### config.mk
export PLATFORM = sky130hd
export DESIGN_NAME = dect_standard_cipher_keystream_top_flat
export DESIGN_NICKNAME = d
export VERILOG_FILES = /design/src/hw/rtl/dsc_pkg.sv /design/src/hw/rtl/dsc_in_if.sv /design/src/hw/rtl/dsc_out_if.sv /design/src/hw/rtl/dect_standard_cipher_keystream_top.sv /design/src/hw/rtl/dsc_ctrl.sv /design/src/hw/rtl/dsc_datapath.sv /design/src/flat_wrapper.sv
export VERILOG_INCLUDE_DIRS = /design/src /design/src/hw/rtl
export SDC_FILE = /design/constraint.sdc
export NUM_CORES = 1
export LEC_CHECK = 0
export BUFFER_PORTS_ARGS = -buffer_cell sky130_fd_sc_hd__buf_2
export CAP_MARGIN = 25
export CORE_MARGIN = 4
export CORE_UTILIZATION = 54
export DETAILED_ROUTE_END_ITERATION = 8
export HOLD_SLACK_MARGIN = 0.1
export PLACE_DENSITY_LB_ADDON = 0.12
export SYNTH_ARGS = -nofsm -noshare
export SYNTH_HDL_FRONTEND = slang
export SYNTH_SLANG_ARGS = --single-unit
### constraint.sdc
create_clock -name clk_i -period 4.6 [get_ports clk_i]
set_clock_uncertainty 0.05 [all_clocks]
set_input_delay 0 -clock clk_i [delete_from_list [all_inputs] [get_ports clk_i]]
set_output_delay 0 -clock clk_i [all_outputs]
set_load 0.02 [all_outputs]
### src/hw/rtl/dect_standard_cipher_keystream_top_defines.svh
// assertion macros for the dsc keystream block
`ifndef DECT_STANDARD_CIPHER_KEYSTREAM_TOP_DEFINES_SVH
`define DECT_STANDARD_CIPHER_KEYSTREAM_TOP_DEFINES_SVH

// same-cycle implication
`define DSC_ASSERT_IMPLY(label, ante, cons) \
  label: assert property (@(posedge clk_i) disable iff (!rst_ni) (ante) |-> (cons)) \
    else $error("dsc assertion failed");

// next-cycle implication
`define DSC_ASSERT_NEXT(label, ante, cons) \
  label: assert property (@(posedge clk_i) disable iff (!rst_ni) (ante) |=> (cons)) \
    else $error("dsc assertion failed");

`endif

### src/hw/rtl/dsc_pkg.sv
// shared types, constants and functions of the dsc keystream block
package dsc_pkg;

  localparam int DSC_MAX_BYTES = 64;
  localparam int DSC_LOAD_STEPS = 128;
  localparam int DSC_PRE_STEPS = 40;
  localparam int DSC_FIX_STEP = 11;

  localparam int IV_W = 40;
  localparam int COUNT_W = 7;
  localparam int KEY_W = 64;
  localparam int BYTE_W = 8;

  localparam int LEN_ONE = 17;
  localparam int LEN_TWO = 19;
  localparam int LEN_THREE = 21;
  localparam int LEN_FOUR = 23;

  localparam logic [22:0] TAPS_ONE = 23'(65536 | 32);
  localparam logic [22:0] TAPS_TWO = 23'(262144 | 4096 | 8 | 4);
  localparam logic [22:0] TAPS_THREE = 23'(1048576 | 2);
  localparam logic [22:0] TAPS_FOUR = 23'(256 | 4194304);

  localparam int CTL_ONE = 8;
  localparam int CTL_TWO = 9;
  localparam int CTL_THREE = 10;

  typedef struct packed {
    logic start;
    logic load;
    logic step;
    logic fix;
    logic collect;
    logic emit;
    logic last;
  } dsc_cmd_t;

  typedef struct packed {
    logic out_full;
  } dsc_sts_t;

  // one galois shift, narrower registers zero-extended
  function automatic logic [22:0] dsc_shift(input logic [22:0] r, input logic [22:0] taps);
    dsc_shift = (r >> 1) ^ (r[0] ? taps : 23'd0);
  endfunction

  function automatic logic dsc_mix(input logic c, input logic [1:0] a, input logic [1:0] b,
                                   input logic [1:0] d);
    dsc_mix = (a[1] & a[0] & c) ^ (b[0] & a[1] & a[0]) ^ (b[1] & a[0] & c) ^
              (b[1] & b[0] & a[0]) ^ (d[0] & a[0] & c) ^ (d[0] & b[0] & a[0]) ^
              (a[1] & c) ^ (a[1] & a[0]) ^ (b[0] & a[1]) ^ (d[0] & c) ^
              (d[1] & c) ^ (d[1] & a[0]) ^ b[1] ^ d[1];
  endfunction

endpackage

### src/hw/rtl/dsc_in_if.sv
// request channel interface
interface dsc_in_if import dsc_pkg::*; ();
  logic               valid;
  logic               ready;
  logic [IV_W-1:0]    init_vector;
  logic [COUNT_W-1:0] byte_count;

  modport source (output valid, output init_vector, output byte_count, input ready);
  modport sink (input valid, input init_vector, input byte_count, output ready);
endinterface

### src/hw/rtl/dsc_out_if.sv
// keystream byte channel interface
interface dsc_out_if import dsc_pkg::*; ();
  logic              valid;
  logic              ready;
  logic [BYTE_W-1:0] key_byte;
  logic              last_byte;

  modport source (output valid, output key_byte, output last_byte, input ready);
  modport sink (input valid, input key_byte, input last_byte, output ready);
endinterface

### src/hw/rtl/dect_standard_cipher_keystream_top.sv
// top level of the dsc keystream generator
//
//   channel  dir  payload                         accept
//   in_i     in   init_vector[39:0] byte_count[6:0] valid & ready
//   out_o    out  key_byte[7:0] last_byte        valid & ready
//   cfg      in   cfg_wdata_i[63:0] cipher key    cfg_we_i
//
// a request runs a start, the key and iv load, the pre-cipher steps and the output steps
// the four lfsrs advance one cipher step per cycle in the pre-cipher and output phases, unless output stalls
// a zero byte count is taken and dropped, no bytes follow
// a byte waits in the output register; a second finished byte stalls the steps
// reset is asynchronous, active low, and returns the sequencer to idle
module dect_standard_cipher_keystream_top import dsc_pkg::*; #(
  parameter int MAX_BYTES = DSC_MAX_BYTES
) (
  input  logic             clk_i,
  input  logic             rst_ni,
  input  logic             cfg_we_i,
  input  logic [KEY_W-1:0] cfg_wdata_i,
  dsc_in_if.sink           in_i,
  dsc_out_if.source        out_o
);

  `include "dect_standard_cipher_keystream_top_defines.svh"

  dsc_cmd_t cmd;
  dsc_sts_t sts;

  dsc_ctrl #(
    .MAX_BYTES(MAX_BYTES)
  ) u_ctrl (
    .clk_i       (clk_i),
    .rst_ni      (rst_ni),
    .in_valid_i  (in_i.valid),
    .byte_count_i(in_i.byte_count),
    .in_ready_o  (in_i.ready),
    .sts_i       (sts),
    .cmd_o       (cmd)
  );

  dsc_datapath u_datapath (
    .clk_i        (clk_i),
    .rst_ni       (rst_ni),
    .cfg_we_i     (cfg_we_i),
    .cfg_wdata_i  (cfg_wdata_i),
    .init_vector_i(in_i.init_vector),
    .cmd_i        (cmd),
    .sts_o        (sts),
    .out_ready_i  (out_o.ready),
    .out_valid_o  (out_o.valid),
    .key_byte_o   (out_o.key_byte),
    .last_byte_o  (out_o.last_byte)
  );

  `DSC_ASSERT_NEXT(a_start_then_load, cmd.start, cmd.load)
  `DSC_ASSERT_IMPLY(a_no_overwrite, cmd.emit, !sts.out_full)
  `DSC_ASSERT_NEXT(a_busy_after_start, cmd.start, !in_i.ready)
  `DSC_ASSERT_IMPLY(a_emit_on_step, cmd.emit, cmd.step && cmd.collect)

endmodule

### src/hw/rtl/dsc_ctrl.sv
// sequencer for load, pre-cipher and output phases
module dsc_ctrl import dsc_pkg::*; #(
  parameter int MAX_BYTES = DSC_MAX_BYTES
) (
  input  logic               clk_i,
  input  logic               rst_ni,
  input  logic               in_valid_i,
  input  logic [COUNT_W-1:0] byte_count_i,
  output logic               in_ready_o,
  input  dsc_sts_t           sts_i,
  output dsc_cmd_t           cmd_o
);

  localparam logic [1:0] S_IDLE = 2'd0;
  localparam logic [1:0] S_LOAD = 2'd1;
  localparam logic [1:0] S_PRE  = 2'd2;
  localparam logic [1:0] S_OUT  = 2'd3;

  logic [1:0]         state_q, state_d;
  logic [6:0]         cnt_q, cnt_d;
  logic [2:0]         bit_q, bit_d;
  logic [COUNT_W-1:0] left_q, left_d;
  logic [COUNT_W-1:0] sat_count;

  assign sat_count = (byte_count_i > COUNT_W'(MAX_BYTES)) ? COUNT_W'(MAX_BYTES) : byte_count_i;
  assign in_ready_o = (state_q == S_IDLE);

  always_comb begin
    state_d = state_q;
    cnt_d   = cnt_q;
    bit_d   = bit_q;
    left_d  = left_q;
    cmd_o   = '0;
    case (state_q)
      S_IDLE: begin
        if (in_valid_i && (byte_count_i != '0)) begin
          cmd_o.start = 1'b1;
          cnt_d       = '0;
          left_d      = sat_count;
          state_d     = S_LOAD;
        end
      end
      S_LOAD: begin
        cmd_o.load = 1'b1;
        cnt_d      = cnt_q + 7'd1;
        if (cnt_q == 7'(DSC_LOAD_STEPS - 1)) begin
          cnt_d   = '0;
          state_d = S_PRE;
        end
      end
      S_PRE: begin
        cmd_o.step = 1'b1;
        cmd_o.fix  = (cnt_q == 7'(DSC_FIX_STEP));
        cnt_d      = cnt_q + 7'd1;
        if (cnt_q == 7'(DSC_PRE_STEPS - 1)) begin
          cnt_d   = '0;
          bit_d   = '0;
          state_d = S_OUT;
        end
      end
      S_OUT: begin
        if (!((bit_q == 3'd7) && sts_i.out_full)) begin
          cmd_o.step    = 1'b1;
          cmd_o.collect = 1'b1;
          bit_d         = bit_q + 3'd1;
          if (bit_q == 3'd7) begin
            cmd_o.emit = 1'b1;
            cmd_o.last = (left_q == COUNT_W'(1));
            left_d     = left_q - COUNT_W'(1);
            if (left_q == COUNT_W'(1)) begin
              state_d = S_IDLE;
            end
          end
        end
      end
      default: state_d = S_IDLE;
    endcase
  end

  always_ff @(posedge clk_i or negedge rst_ni) begin
    if (!rst_ni) begin
      state_q <= S_IDLE;
      cnt_q   <= '0;
      bit_q   <= '0;
      left_q  <= '0;
    end else begin
      state_q <= state_d;
      cnt_q   <= cnt_d;
      bit_q   <= bit_d;
      left_q  <= left_d;
    end
  end

endmodule

### src/hw/rtl/dsc_datapath.sv
// lfsrs, combiner, key register and output register
module dsc_datapath import dsc_pkg::*; (
  input  logic              clk_i,
  input  logic              rst_ni,
  input  logic              cfg_we_i,
  input  logic [KEY_W-1:0]  cfg_wdata_i,
  input  logic [IV_W-1:0]   init_vector_i,
  input  dsc_cmd_t          cmd_i,
  output dsc_sts_t          sts_o,
  input  logic              out_ready_i,
  output logic              out_valid_o,
  output logic [BYTE_W-1:0] key_byte_o,
  output logic              last_byte_o
);

  localparam int LOAD_W = DSC_LOAD_STEPS;

  logic [KEY_W-1:0]     key_q;
  logic [LOAD_W-1:0]    load_q, load_d;
  logic [LEN_ONE-1:0]   r1_q, r1_d;
  logic [LEN_TWO-1:0]   r2_q, r2_d;
  logic [LEN_THREE-1:0] r3_q, r3_d;
  logic [LEN_FOUR-1:0]  r4_q, r4_d;
  logic                 c_q, c_d;
  logic [BYTE_W-1:0]    acc_q, acc_d;
  logic                 ov_q, ov_d;
  logic [BYTE_W-1:0]    ob_q;
  logic                 ol_q;

  logic [LEN_ONE-1:0]   n1;
  logic [LEN_TWO-1:0]   n2;
  logic [LEN_THREE-1:0] n3;
  logic [LEN_FOUR-1:0]  n4;
  logic                 ck1, ck2, ck3, lbit;

  assign sts_o.out_full = ov_q && !out_ready_i;
  assign out_valid_o    = ov_q;
  assign key_byte_o     = ob_q;
  assign last_byte_o    = ol_q;
  assign lbit           = load_q[0];

  always_comb begin
    ck1 = r2_q[CTL_TWO] ^ r3_q[CTL_THREE] ^ r4_q[0];
    ck2 = r1_q[CTL_ONE] ^ r3_q[CTL_THREE] ^ r4_q[1];
    ck3 = r1_q[CTL_ONE] ^ r2_q[CTL_TWO] ^ r4_q[2];
    n1 = ck1 ? LEN_ONE'(dsc_shift(23'(r1_q), TAPS_ONE)) : r1_q;
    n2 = ck2 ? LEN_TWO'(dsc_shift(23'(r2_q), TAPS_TWO)) : r2_q;
    n3 = ck3 ? LEN_THREE'(dsc_shift(23'(r3_q), TAPS_THREE)) : r3_q;
    n4 = r4_q;
    if (cmd_i.fix) begin
      if (r1_q == '0) n1[LEN_ONE-1] = ~n1[LEN_ONE-1];
      if (r2_q == '0) n2[LEN_TWO-1] = ~n2[LEN_TWO-1];
      if (r3_q == '0) n3[LEN_THREE-1] = ~n3[LEN_THREE-1];
      if (r4_q == '0) n4[LEN_FOUR-1] = ~n4[LEN_FOUR-1];
    end

    load_d = load_q;
    r1_d   = r1_q;
    r2_d   = r2_q;
    r3_d   = r3_q;
    r4_d   = r4_q;
    c_d    = c_q;
    acc_d  = acc_q;
    if (cmd_i.start) begin
      load_d = {key_q, 24'd0, init_vector_i};
      r1_d   = '0;
      r2_d   = '0;
      r3_d   = '0;
      r4_d   = '0;
      c_d    = 1'b0;
      acc_d  = '0;
    end else if (cmd_i.load) begin
      load_d = load_q >> 1;
      r1_d = LEN_ONE'(dsc_shift(23'(r1_q), TAPS_ONE)) ^ {lbit, {(LEN_ONE-1){1'b0}}};
      r2_d = LEN_TWO'(dsc_shift(23'(r2_q), TAPS_TWO)) ^ {lbit, {(LEN_TWO-1){1'b0}}};
      r3_d = LEN_THREE'(dsc_shift(23'(r3_q), TAPS_THREE)) ^ {lbit, {(LEN_THREE-1){1'b0}}};
      r4_d = LEN_FOUR'(dsc_shift(23'(r4_q), TAPS_FOUR)) ^ {lbit, {(LEN_FOUR-1){1'b0}}};
    end else if (cmd_i.step) begin
      c_d  = dsc_mix(c_q, r1_q[1:0], r2_q[1:0], r3_q[1:0]);
      r1_d = LEN_ONE'(dsc_shift(dsc_shift(23'(n1), TAPS_ONE), TAPS_ONE));
      r2_d = LEN_TWO'(dsc_shift(dsc_shift(23'(n2), TAPS_TWO), TAPS_TWO));
      r3_d = LEN_THREE'(dsc_shift(dsc_shift(23'(n3), TAPS_THREE), TAPS_THREE));
      r4_d = LEN_FOUR'(dsc_shift(dsc_shift(dsc_shift(23'(n4), TAPS_FOUR), TAPS_FOUR),
                                 TAPS_FOUR));
      if (cmd_i.collect) begin
        acc_d = {acc_q[BYTE_W-2:0], c_d};
      end
    end

    ov_d = ov_q && !out_ready_i;
    if (cmd_i.emit) begin
      ov_d = 1'b1;
    end
  end

  always_ff @(posedge clk_i or negedge rst_ni) begin
    if (!rst_ni) begin
      key_q <= '0;
      ov_q  <= 1'b0;
    end else begin
      if (cfg_we_i) begin
        key_q <= cfg_wdata_i;
      end
      ov_q <= ov_d;
    end
  end

  always_ff @(posedge clk_i) begin
    load_q <= load_d;
    r1_q   <= r1_d;
    r2_q   <= r2_d;
    r3_q   <= r3_d;
    r4_q   <= r4_d;
    c_q    <= c_d;
    acc_q  <= acc_d;
    if (cmd_i.emit) begin
      ob_q <= acc_d;
      ol_q <= cmd_i.last;
    end
  end

endmodule
### src/flat_wrapper.sv
// flat-port wrapper written by rule: the top's interface ports become plain ports
module dect_standard_cipher_keystream_top_flat import dsc_pkg::*;
#(
  parameter int MAX_BYTES = DSC_MAX_BYTES
)
  (clk_i, rst_ni, cfg_we_i, cfg_wdata_i, in_i_valid, in_i_init_vector, in_i_byte_count, in_i_ready, out_o_valid, out_o_key_byte, out_o_last_byte, out_o_ready);
  dsc_in_if in_i_i ();
  dsc_out_if out_o_i ();
  input  logic clk_i;
  input  logic rst_ni;
  input  logic cfg_we_i;
  input  logic [KEY_W-1:0] cfg_wdata_i;
  input wire logic [$bits(in_i_i.valid)-1:0] in_i_valid;
  input wire logic [$bits(in_i_i.init_vector)-1:0] in_i_init_vector;
  input wire logic [$bits(in_i_i.byte_count)-1:0] in_i_byte_count;
  output wire logic [$bits(in_i_i.ready)-1:0] in_i_ready;
  output wire logic [$bits(out_o_i.valid)-1:0] out_o_valid;
  output wire logic [$bits(out_o_i.key_byte)-1:0] out_o_key_byte;
  output wire logic [$bits(out_o_i.last_byte)-1:0] out_o_last_byte;
  input wire logic [$bits(out_o_i.ready)-1:0] out_o_ready;
  assign in_i_i.valid = in_i_valid;
  assign in_i_i.init_vector = in_i_init_vector;
  assign in_i_i.byte_count = in_i_byte_count;
  assign in_i_ready = in_i_i.ready;
  assign out_o_valid = out_o_i.valid;
  assign out_o_key_byte = out_o_i.key_byte;
  assign out_o_last_byte = out_o_i.last_byte;
  assign out_o_i.ready = out_o_ready;
  dect_standard_cipher_keystream_top #(.MAX_BYTES(MAX_BYTES)) u_core (.clk_i(clk_i), .rst_ni(rst_ni), .cfg_we_i(cfg_we_i), .cfg_wdata_i(cfg_wdata_i), .in_i(in_i_i), .out_o(out_o_i));
endmodule
==> flow_metrics.tcl, run 1 <==
set metrics [dict create \
    route.detailed.drc 0 \
    drive_above_1_share_pct 16.42 \
    final_common_cell "nand2_1" \
    p_comb_share_pct 37.1 \
    status "finished clean" \
    netlist_area_um2 14260 \
    start_kind "register" \
    pwr-share-clk_pct 22.6 \
    setup_ws_ns 1.366 \
    die_h_um 170.5 \
    cts_max_path_buffers 3 \
    hp-class "input port to register" \
    syn_to_final_growth_pct 21.94 \
    routed_wl_mm 31.48 \
    nNetsFinal 1791 \
    synth_seq_cells 310 \
    dr.max_layer_used "met4" \
    die_area_um2 29070 \
    end_kind "register" \
    slew_viol_final 0 \
    synth-edff-count 113 \
    max_cap_viol_count 0 \
    wl_met2_mm 15.02 \
    cts_sinks 310 \
    swShare_pct 37.59 \
    crit_fanout 19 \
    route.met3.wl_mm 1.224 \
    cts_resized 0 \
    fillers 2039 \
    io_pins 127 \
    max_freq_mhz 309.3 \
    postSynthCellCount 1485 \
    finalSetupTns_ns 0 \
    clkTransAtPathRegs_ns 0.06 \
    synth_top_area_share_pct 23.80 \
    cts_setup_buffers 0 \
    drt_iter0_markers 811 \
    period_minus_slack_ns 3.234 \
    rsz0062_at_grt "no" \
    initial_core_util_pct 54.87 \
    wl_per_cell_um 15.52 \
    p_int_uw 7538 \
    power.leakage_uw 0.007371 \
    relSlewSlack_pct 30.59 \
    clock_latency_ns 0.51 \
    gp_congestion 0.7603 \
    hold_viol_final 0 \
    ctsRootBufferMaster "clkbuf_16" \
    final.period_utilization_pct 70.29 \
    ir_drop_v 0.0005216 \
    yosys_most_used_dff "edfxtp_1" \
    yosys_warnings 0 \
    grt_use_total_pct 21.41 \
    seqPwrFrac_pct 40.2 \
    grt_pass1_wl_mm 52.83 \
    p_switching_uw 4540 \
    port-buffer-count 126 \
    drtPass1Iterations 5 \
    p_per_area_nw_per_um2 694.7 \
    num_antenna_cells 0 \
    ys_async_sr_fraction_pct 27.10 \
    avgSynthCellArea_um2 9.602 \
    grt_max_degree 135 \
    worstSetupPathType "register to register" \
    num_rows 59 \
    synth_nets 1610 \
    setup_viol 0 \
    worst_pin_slew_ns 1.041 \
    pre_cts_ws_ns 1.725 \
    antenna_found_initial 0 \
    ys_top_cells_by_area "edfxtp_1 24%, dfxtp_1 16%, dfrtp_1 15%" \
    arrival_ns 3.62 \
    vias 11170 \
    synth_cell_type_count 53 \
    total_power_uw 12080 \
    die_x_um 170.5 \
    required_ns 4.99 \
    cts_buffers 35 \
    post-synth-top-area-cell "edfxtp_1" \
    core_um2 25980 \
    grt_pass1_vias 10730 \
    wl_met1_mm 14.76 \
    final_cell_mix "293 x nand2_1, 155 x nand3_1, 125 x buf_2" \
    synth_seq_area_share_pct 54.41 \
    viasPerCell 5.508 \
    antenna_left 0 \
    h-tree-depth 2 \
    grt-ovfl-total 0 \
    hold_buffers 117 \
    dp_hpwl_mm 17.55 \
    cts_tree "built" \
    hold_slack_ns 0.1977 \
]
-- path summary, 6_finish.rpt --
path	start	to	slack (ns)	cells past startpoint
setup reg to reg	u_core.u_ctrl.state_q[0]	u_core.u_ctrl.left_q[2]	1.37	6
min in group asynchronous	rst_ni	u_core.u_datapath.key_q[21]	0.47	4
hold reg to reg	u_core.u_datapath.acc_q[7]	u_core.u_datapath.acc_q[7]	0.42	2
setup / recovery	u_core.u_ctrl.state_q[0]	u_core.u_ctrl.left_q[2]	1.37	6
hold / removal	cfg_wdata_i[20]	u_core.u_datapath.key_q[20]	0.20	3
max in group asynchronous	rst_ni	u_core.u_datapath.key_q[48]	3.27	4
-- sequential cells by signal (all words and copies together), names as in the netlist --
| register | cells |
|---|---|
| u_core.u_datapath.load_q | 128 |
| u_core.u_datapath.r2_q | 19 |
| u_core.u_datapath.out_valid_o | 1 |
| u_core.u_ctrl.bit_q | 3 |
| u_core.u_datapath.key_q | 64 |
| u_core.u_datapath.r1_q | 17 |
| u_core.u_datapath.last_byte_o | 1 |
| u_core.u_ctrl.left_q | 7 |
| u_core.u_datapath.key_byte_o | 8 |
| u_core.u_ctrl.state_q | 2 |
| u_core.u_datapath.r4_q | 23 |
| u_core.u_datapath.acc_q | 8 |
| u_core.u_ctrl.cnt_q | 7 |
| u_core.u_datapath.r3_q | 21 |
| u_core.u_datapath.c_q | 1 |
-- cells by family (layout without fill, tap and decap cells) --
| logic type | Yosys count | in the layout | share of synthesized area (%) |
|---|---|---|---|
| adder cells (fa/ha/maj) | 9 | 9 | 0.7898 |
| multiplexers | 137 | 137 | 10.21 |
| AND/OR/NAND/NOR | 631 | 631 | 19.25 |
| buffers and inverters | 125 | 333 | 3.703 |
| AO/OA/AOI/OAI | 240 | 240 | 9.468 |
| XOR/XNOR | 33 | 33 | 2.176 |
| flip-flops | 310 | 310 | 54.41 |
-- worst max-delay path, cell delays in order, from the launching register on --
cell           delay [ns]
dfrtp_1              0.41
ha_1                 0.68
nand3_1              0.32
a22oi_1              0.87
nor2_1               0.07
a211oi_1             0.19
dlygate4sd3_1        0.56
-- cell usage after synthesis (3+ instances only) --
master and count:
a31oi_1 7, clkbuf_1 74, xnor2_1 17, buf_6 3, mux2i_1 70, or2_2 3
and2_1 4, nand3_1 155, dfrtp_1 84, ha_1 9, inv_1 10, nand4_1 5
nand2_1 295, nor2_1 112, a21oi_1 119, o21ai_0 72, mux2_2 67, edfxtp_1 113
o22ai_1 4, buf_1 11, nor2b_1 4, nand3b_1 5, dfxtp_1 113, a211oi_1 14
and3_1 6, a21o_1 6, buf_2 26, nor4_1 20, xor2_1 14, nor3_1 11
-- through the flow --
step	util (%)	std cells	area (um^2)
2_1_floorplan	-	1485	14260
3_3_place_gp	57.69	1844	14990
3_5_place_dp	57.69	1844	14990
4_1_cts	66.64	2025	17320
5_1_grt	66.91	2028	17390
6_report	66.91	2028	17390
-- power groups by stage --
| stage | combinational, uW | sequential (uW) | clock (uW) |
|---|---|---|---|
| floorplan | 3580 | 4640 | 0 |
| detailed placement | 4310 | 4890 | 0 |
| CTS | 4420 | 4860 | 2800 |
| finish | 4490 | 4860 | 2730 |
| global placement | 4200 | 4870 | 0 |
| global route | 5080 | 4990 | 2910 |
-- per-layer routing --
metal	vias up	track usage, %
li1	5565	-
met1	5347	30.76
met2	214	34.87
met3	45	3.096
met4	0	4.826
met5	-	0
-- layout make-up --
| cell class | count | area [um^2] | area share, % |
|---|---|---|---|
| Tap cell | 335 | 419.2 | 2.411 |
| Clock buffer | 45 | 985.9 | 5.671 |
| Multi-Input combinational cell | 1050 | 6022 | 34.64 |
| Timing Repair Buffer | 259 | 2007 | 11.54 |
| Clock inverter | 19 | 157.7 | 0.9067 |
| Sequential cell | 310 | 7757 | 44.62 |
| Inverter | 10 | 37.54 | 0.2159 |
(Power assumes the default switching activity.)
==> run 2, diff against run 1 <==
--- a/config.mk
+++ b/config.mk
@@ -6,6 +6,7 @@
 export SDC_FILE = /design/constraint.sdc
 export NUM_CORES = 1
 export LEC_CHECK = 0
+export ABC_AREA = 1
 export BUFFER_PORTS_ARGS = -buffer_cell sky130_fd_sc_hd__buf_2
 export CAP_MARGIN = 25
 export CORE_MARGIN = 4
==> constraint.sdc (replaced) <==
create_clock -name clk_i -period 2.65 [get_ports clk_i]
set_clock_uncertainty 0.05 [all_clocks]
set_input_delay 0 -clock clk_i [delete_from_list [all_inputs] [get_ports clk_i]]
set_output_delay 0 -clock clk_i [all_outputs]
set_load 0.02 [all_outputs]
==> run 2 against run 1 <==
Register-to-register slack got worse by 1.1 ns. Cell count is 20% higher. Setup slack worse by 1.1 ns. First-iteration DRC count grew 34%. Die area grew 2.2%. Sequential cell count is the same. Sequential share of layout area fell by 2.8 points. Total power up 65%. Sequential power increased by 57%. Clock-buffer cell count increased by 2. Largest cell class unchanged.
==> flow_metrics.tcl, run 2 <==
set metrics [dict create \
    status "finished clean" \
    hold_slack_ns 0.1847 \
    yosys_warnings 0 \
    h-tree-depth 2 \
    final_area_um2 18550 \
    final_common_cell "nand2_1" \
    fillers 1908 \
    port-buffer-count 126 \
    antenna_left 0 \
    cts_setup_buffers 0 \
    synth_cell_type_count 47 \
    postSynthCellCount 1791 \
    slew_viol_final 0 \
    hold_viol_final 0 \
    finalSetupTns_ns 0 \
    drtPass1Iterations 4 \
    synth_seq_area_share_pct 53.16 \
    routed_wl_mm 36.74 \
    final_cell_mix "573 x nand2_1, 202 x o21ai_0, 198 x inv_1" \
    max_freq_mhz 419.2 \
    wl_per_cell_um 15.15 \
    cts_buffers 35 \
    cts_max_path_buffers 3 \
    yosysMostFrequentCell "nand2_1" \
    pre_cts_ws_ns 0.3741 \
    rsz0062_at_grt "no" \
    io_pins 127 \
    syn_to_final_growth_pct 27.13 \
    grt_pass1_vias 12510 \
    synth_seq_cells 310 \
    nNetsFinal 2189 \
    arrival_ns 2.73 \
    core_um2 26350 \
    worst_pin_slew_ns 0.7868 \
    setup_viol 0 \
    ctsRootBufferMaster "clkbuf_16" \
    critPathBufInv 2 \
    yosys_most_used_dff "edfxtp_1" \
    synth-edff-count 113 \
    grt_max_degree 162 \
    initial_core_util_pct 55.38 \
    top_regs "u_core.u_datapath.load_q: 128 flops, u_core.u_datapath.key_q: 64 flops, u_core.u_datapath.r4_q: 23 flops" \
    grt_use_total_pct 24.90 \
    p_per_area_nw_per_um2 1074 \
    die_h_um 172.4 \
    drive_above_1_share_pct 11.39 \
    num_rows 59 \
    vias 12990 \
    worstPathCellList "ha_1, clkinv_1, nand3_1, dlygate4sd3_1, o21ai_0, nor2_1, a21oi_1" \
    power.leakage_uw 0.008069 \
    cpLargestDelayFamily "buffers and inverters" \
    worstSetupPathType "register to register" \
    grt_pass1_wl_mm 61.05 \
    clkTransAtPathRegs_ns 0.06 \
    antenna_found_initial 1 \
    largest_reg_flops 128 \
    netlist_area_um2 14590 \
    netlist_top_cells_count "574 x nand2_1, 202 x o21ai_0, 198 x inv_1" \
    synth_top_area_share_pct 23.25 \
    final.period_utilization_pct 90.02 \
    cts_tree "built" \
    post-synth-top-area-cell "edfxtp_1" \
    top_register "u_core.u_datapath.load_q" \
    drt_iter0_markers 1090 \
    start_kind "register" \
    route.detailed.drc 0 \
    gp_congestion 0.8200 \
    setup_ws_ns 0.2645 \
    grt-ovfl-total 0 \
    dp_hpwl_mm 19.57 \
    max_cap_viol_count 0 \
    viasPerCell 5.357 \
    ys_async_sr_fraction_pct 27.10 \
    die_x_um 172.4 \
    clock_latency_ns 0.52 \
    period_minus_slack_ns 2.386 \
    cts_sinks 310 \
    end_kind "register" \
    required_ns 3.00 \
    synth_nets 1916 \
    slowest_stage "dlygate4sd3_1" \
    relSlewSlack_pct 47.55 \
    ir_drop_v 0.0006965 \
    avgSynthCellArea_um2 8.149 \
    die_area_um2 29720 \
    crit_fanout 10 \
    ys_top_cells_by_area "edfxtp_1 23%, dfxtp_1 16%, nand2_1 15%" \
    placed_cell_area_um2 15380 \
    hp-class "input port to register" \
    max_stage_delay_ns 0.56 \
]
[run 2: cell types whose count changed after synthesis, moves of 67 or more]
| cell | change |
|---|---|
| mux2_2 | -67 |
| nand2_1 | +279 |
| a21oi_1 | -89 |
| inv_1 | +188 |
| o21ai_0 | +130 |
| mux2i_1 | -70 |
[run 2: final timing paths]
kind	from	to	slack [ns]	depth (start not counted)
setup / recovery	u_core.u_ctrl.state_q[0]	u_core.u_ctrl.left_q[1]	0.26	7
hold / removal	cfg_wdata_i[13]	u_core.u_datapath.key_q[13]	0.18	4
setup reg to reg	u_core.u_ctrl.state_q[0]	u_core.u_ctrl.left_q[1]	0.26	7
hold reg to reg	u_core.u_ctrl.bit_q[1]	u_core.u_ctrl.bit_q[1]	0.44	2
max in group asynchronous	rst_ni	u_core.u_datapath.key_q[58]	1.82	4
min in group asynchronous	rst_ni	u_core.u_datapath.key_q[24]	0.49	4
[run 2: timing repair]
item	CTS	global route
resized for setup	0	0
hold buffers	195	0
hold endpoints to repair	216	0
[run 2: layout make-up]
| cell class | count | area, um^2 | area share [%] |
|---|---|---|---|
| clock buffer | 47 | 960.9 | 5.179 |
| clock inverter | 15 | 242.7 | 1.308 |
| multi-input combinational | 1170 | 5558 | 29.96 |
| antenna | 1 | 2.502 | 0.01349 |
| timing repair buffer | 340 | 2828 | 15.24 |
| inverter | 207 | 784.5 | 4.228 |
| sequential | 310 | 7757 | 41.81 |
| tap | 335 | 419.2 | 2.259 |
[run 2: metal layers]
layer / track usage, % / wire [um] / up-vias
met2: 41.82 / 17960 / 408
met4: 8.373 / 1113 / 0
met1: 33.00 / 15740 / 6060
li1: - / - / 6435
met3: 4.115 / 1916 / 88
met5: 0 / 0 / -
[run 2: worst min-delay path, stage by stage]
cell and delay (ns):
dlygate4sd3_1 0.53, buf_2 0.10, nand2_1 0.04, o21ai_0 0.06
[run 2: through the flow]
step	cells	total power [uW]	utilization, %
after CTS	2424	19910	70.39
after global routing	2425	21310	70.40
after detailed placement	2167	14510	58.38
after floorplan	1791	12900	-
after global placement	2167	14370	58.38
final	2425	19930	70.40
[run 2: power breakdown]
part | total, uW | internal (uW) | switching [uW]
registers | 7650 | 6850 | 800
clock network | 5060 | 3060 | 2000
logic | 7210 | 2380 | 4830
total | 19900 | 12300 | 7630
[run 2: kinds of logic (layout without fill, tap and decap cells)]
family                   count (synthesis)  in the layout  synth area share, %
AO/OA/AOI/OAI                          371            371                14.40
XOR/XNOR                                10             10               0.6002
adder cells (fa/ha/maj)                  9              9               0.7716
buffers and inverters                  311            609                9.045
flip-flops                             310            310                53.16
other                                    0              1                    0
AND/OR/NAND/NOR                        780            780                22.03
==> run 3, diff against run 2 <==
--- a/config.mk
+++ b/config.mk
@@ -10,10 +10,11 @@
 export BUFFER_PORTS_ARGS = -buffer_cell sky130_fd_sc_hd__buf_2
 export CAP_MARGIN = 25
 export CORE_MARGIN = 4
-export CORE_UTILIZATION = 54
+export CORE_UTILIZATION = 41
 export DETAILED_ROUTE_END_ITERATION = 8
 export HOLD_SLACK_MARGIN = 0.1
 export PLACE_DENSITY_LB_ADDON = 0.12
+export RECOVER_POWER = 50
 export SYNTH_ARGS = -nofsm -noshare
 export SYNTH_HDL_FRONTEND = slang
 export SYNTH_SLANG_ARGS = --single-unit
==> run 3 against run 2 <==
Register-to-register slack barely moved. Clock-buffer cell count is 5 higher. Clock power fell by 3%. Final area up 0.76%. Core utilization fell by 17 points. Wire length decreased by 0.21%. Via count decreased by 1.7%.
==> flow_metrics.tcl, run 3 (synthesis gave the netlist of run 2 again) <==
set metrics [dict create \
    register_area_um2 7757 \
    ff2ff_setup_slack_ns 0.27 \
    cts_setup_buffers 0 \
    routed_wl_mm 36.66 \
    antenna_found_initial 0 \
    cts_sinks 310 \
    required_ns 2.99 \
    grt-ovfl-total 0 \
    grt_max_degree 160 \
    multi_input_comb_area_um2 5544 \
    worstSetupPathType "register to register" \
    status "finished clean" \
    final.period_utilization_pct 89.72 \
    hold_depth 4 \
    antenna_left 0 \
    ctsRootBufferMaster "clkbuf_16" \
    syn_to_final_growth_pct 28.09 \
    wl_met1_mm 17.22 \
    grt_pass1_wl_mm 61.80 \
    setup_viol 0 \
    clock_latency_ns 0.53 \
    core_um2 34800 \
    r2r_start "u_core.u_ctrl.state_q[0]" \
    route.met3.wl_mm 1.427 \
    arrival_ns 2.71 \
    pre_cts_ws_ns 0.1961 \
    cts_tree "built" \
    crit_fanout 10 \
    route.detailed.drc 0 \
    vias 12770 \
    placed_cell_area_um2 15570 \
    slew_viol_final 0 \
    num_antenna_cells 0 \
    drive_above_1_share_pct 10.74 \
    hold_viol_final 0 \
    hp-class "input port to register" \
    drt_iter0_markers 952 \
    num_rows 68 \
    die_x_um 196.7 \
    startpoint "u_core.u_ctrl.state_q[0]" \
    rsz0062_at_grt "no" \
    h-tree-depth 2 \
    drtPass1Iterations 5 \
    min_to "u_core.u_datapath.key_q[51]" \
    final_common_cell "nand2_1" \
    relSlewSlack_pct 5.839 \
    worst_pin_slew_ns 1.412 \
    port-buffer-count 126 \
    max_freq_mhz 420.6 \
    max_cap_viol_count 0 \
    min_from "cfg_wdata_i[51]" \
    die_area_um2 38680 \
    clkTransAtPathRegs_ns 0.06 \
    cts_buffers 36 \
    viasPerCell 4.991 \
    initial_core_util_pct 41.94 \
    gp_congestion 0.7677 \
    final_area_um2 18690 \
    p_per_area_nw_per_um2 1060 \
    top_register "u_core.u_datapath.load_q" \
    largest_reg_flops 128 \
    top_regs "u_core.u_datapath.load_q: 128 flops, u_core.u_datapath.key_q: 64 flops, u_core.u_datapath.r4_q: 23 flops" \
    finalSetupTns_ns 0 \
    grt_pass1_vias 12510 \
    ir_drop_v 0.0005539 \
    power.leakage_uw 0.008038 \
    cpLargestDelayFamily "buffers and inverters" \
    dr.max_layer_used "met4" \
    critPathBufInv 4 \
    die_h_um 196.7 \
    reg2reg_to "u_core.u_datapath.last_byte_o" \
    io_pins 127 \
    cts_resized 0 \
    wl_per_cell_um 14.33 \
    wl_met2_mm 17.21 \
    worstPathCellList "ha_1, buf_4, clkinv_1, nor3_1, clkbuf_1, inv_1, nor2_1" \
    r2r_cells 7 \
    final_cell_mix "573 x nand2_1, 203 x o21ai_0, 199 x dlygate4sd3_1" \
    start_kind "register" \
    grt_use_total_pct 18.74 \
    slowest_stage "clkbuf_1" \
    setup_ws_ns 0.2724 \
    fillers 3180 \
    nNetsFinal 2203 \
    max_stage_delay_ns 0.60 \
    cts_max_path_buffers 3 \
    dp_hpwl_mm 21.30 \
    end_kind "register" \
    period_minus_slack_ns 2.378 \
]
## run 3: cell count changes in the layout (fill, tap and decap cells not counted), sizes merged
cell	change
a21oi	+1
bufinv	-3
clkinv	-2
buf	-12
clkbuf	+24
clkinvlp	+1
diode	-1
inv	+1
dlygate4sd3	+5
## run 3: stage by stage
step | hold slack, ns | total power [uW] | instances | utilization [%]
2_1_floorplan | -0.3456 | 12900 | 1791 | -
3_3_place_gp | 0.1546 | 14630 | 2294 | 44.76
3_5_place_dp | 0.1625 | 14710 | 2294 | 44.76
4_1_cts | 0.1457 | 19990 | 2556 | 53.82
5_1_grt | 0.1623 | 21360 | 2559 | 53.72
6_report | 0.1595 | 19810 | 2559 | 53.72
## run 3: what timing repair did
item	CTS	global route
hold endpoints to repair	205	6
endpoints found under the setup margin	0	2
hold buffers	198	1
## run 3: worst max path at each step
stage                     slack (ns)                             to  depth (start not counted)
after detailed placement        0.20     u_core.u_datapath.r2_q[10]                          8
final                           0.27  u_core.u_datapath.last_byte_o                          7
after global routing            0.10  u_core.u_datapath.last_byte_o                          7
after global placement          0.28     u_core.u_datapath.r2_q[10]                          8
after CTS                       0.19     u_core.u_datapath.r2_q[10]                          8
after floorplan                 0.22    u_core.u_datapath.load_q[0]                          8
## run 3: per-layer routing
metal	global-route usage, %	vias up
met5	0	-
met4	5.290	0
met3	2.410	56
met2	30.61	270
met1	26.44	5979
li1	-	6467
## run 3: worst register-to-register path, delay by kind of cell (launching register included)
kind | cells | cell delay, ns
buf+inv | 4 | 1.21
flops | 1 | 0.39
simple gates | 2 | 0.39
fa+ha+maj | 1 | 0.20
## run 3: power breakdown
| part | leakage (uW) | switching (uW) | internal, uW | total (uW) |
|---|---|---|---|---|
| clock | 0.000572 | 1990 | 2930 | 4920 |
| combinational | 0.00438 | 4860 | 2390 | 7260 |
| sequential | 0.00308 | 798 | 6840 | 7640 |
| total | 0.00804 | 7650 | 12200 | 19800 |
## run 3: cell type report
cell class              instances  share of cell area (%)
flip-flops and latches        310                   41.50
multi-input cells            1171                   29.66
repair buffers                352                   15.35
clock buffers                  52                   5.522
inverters                     207                   4.183
well taps                     455                   3.046
clock inverters                12                  0.7430
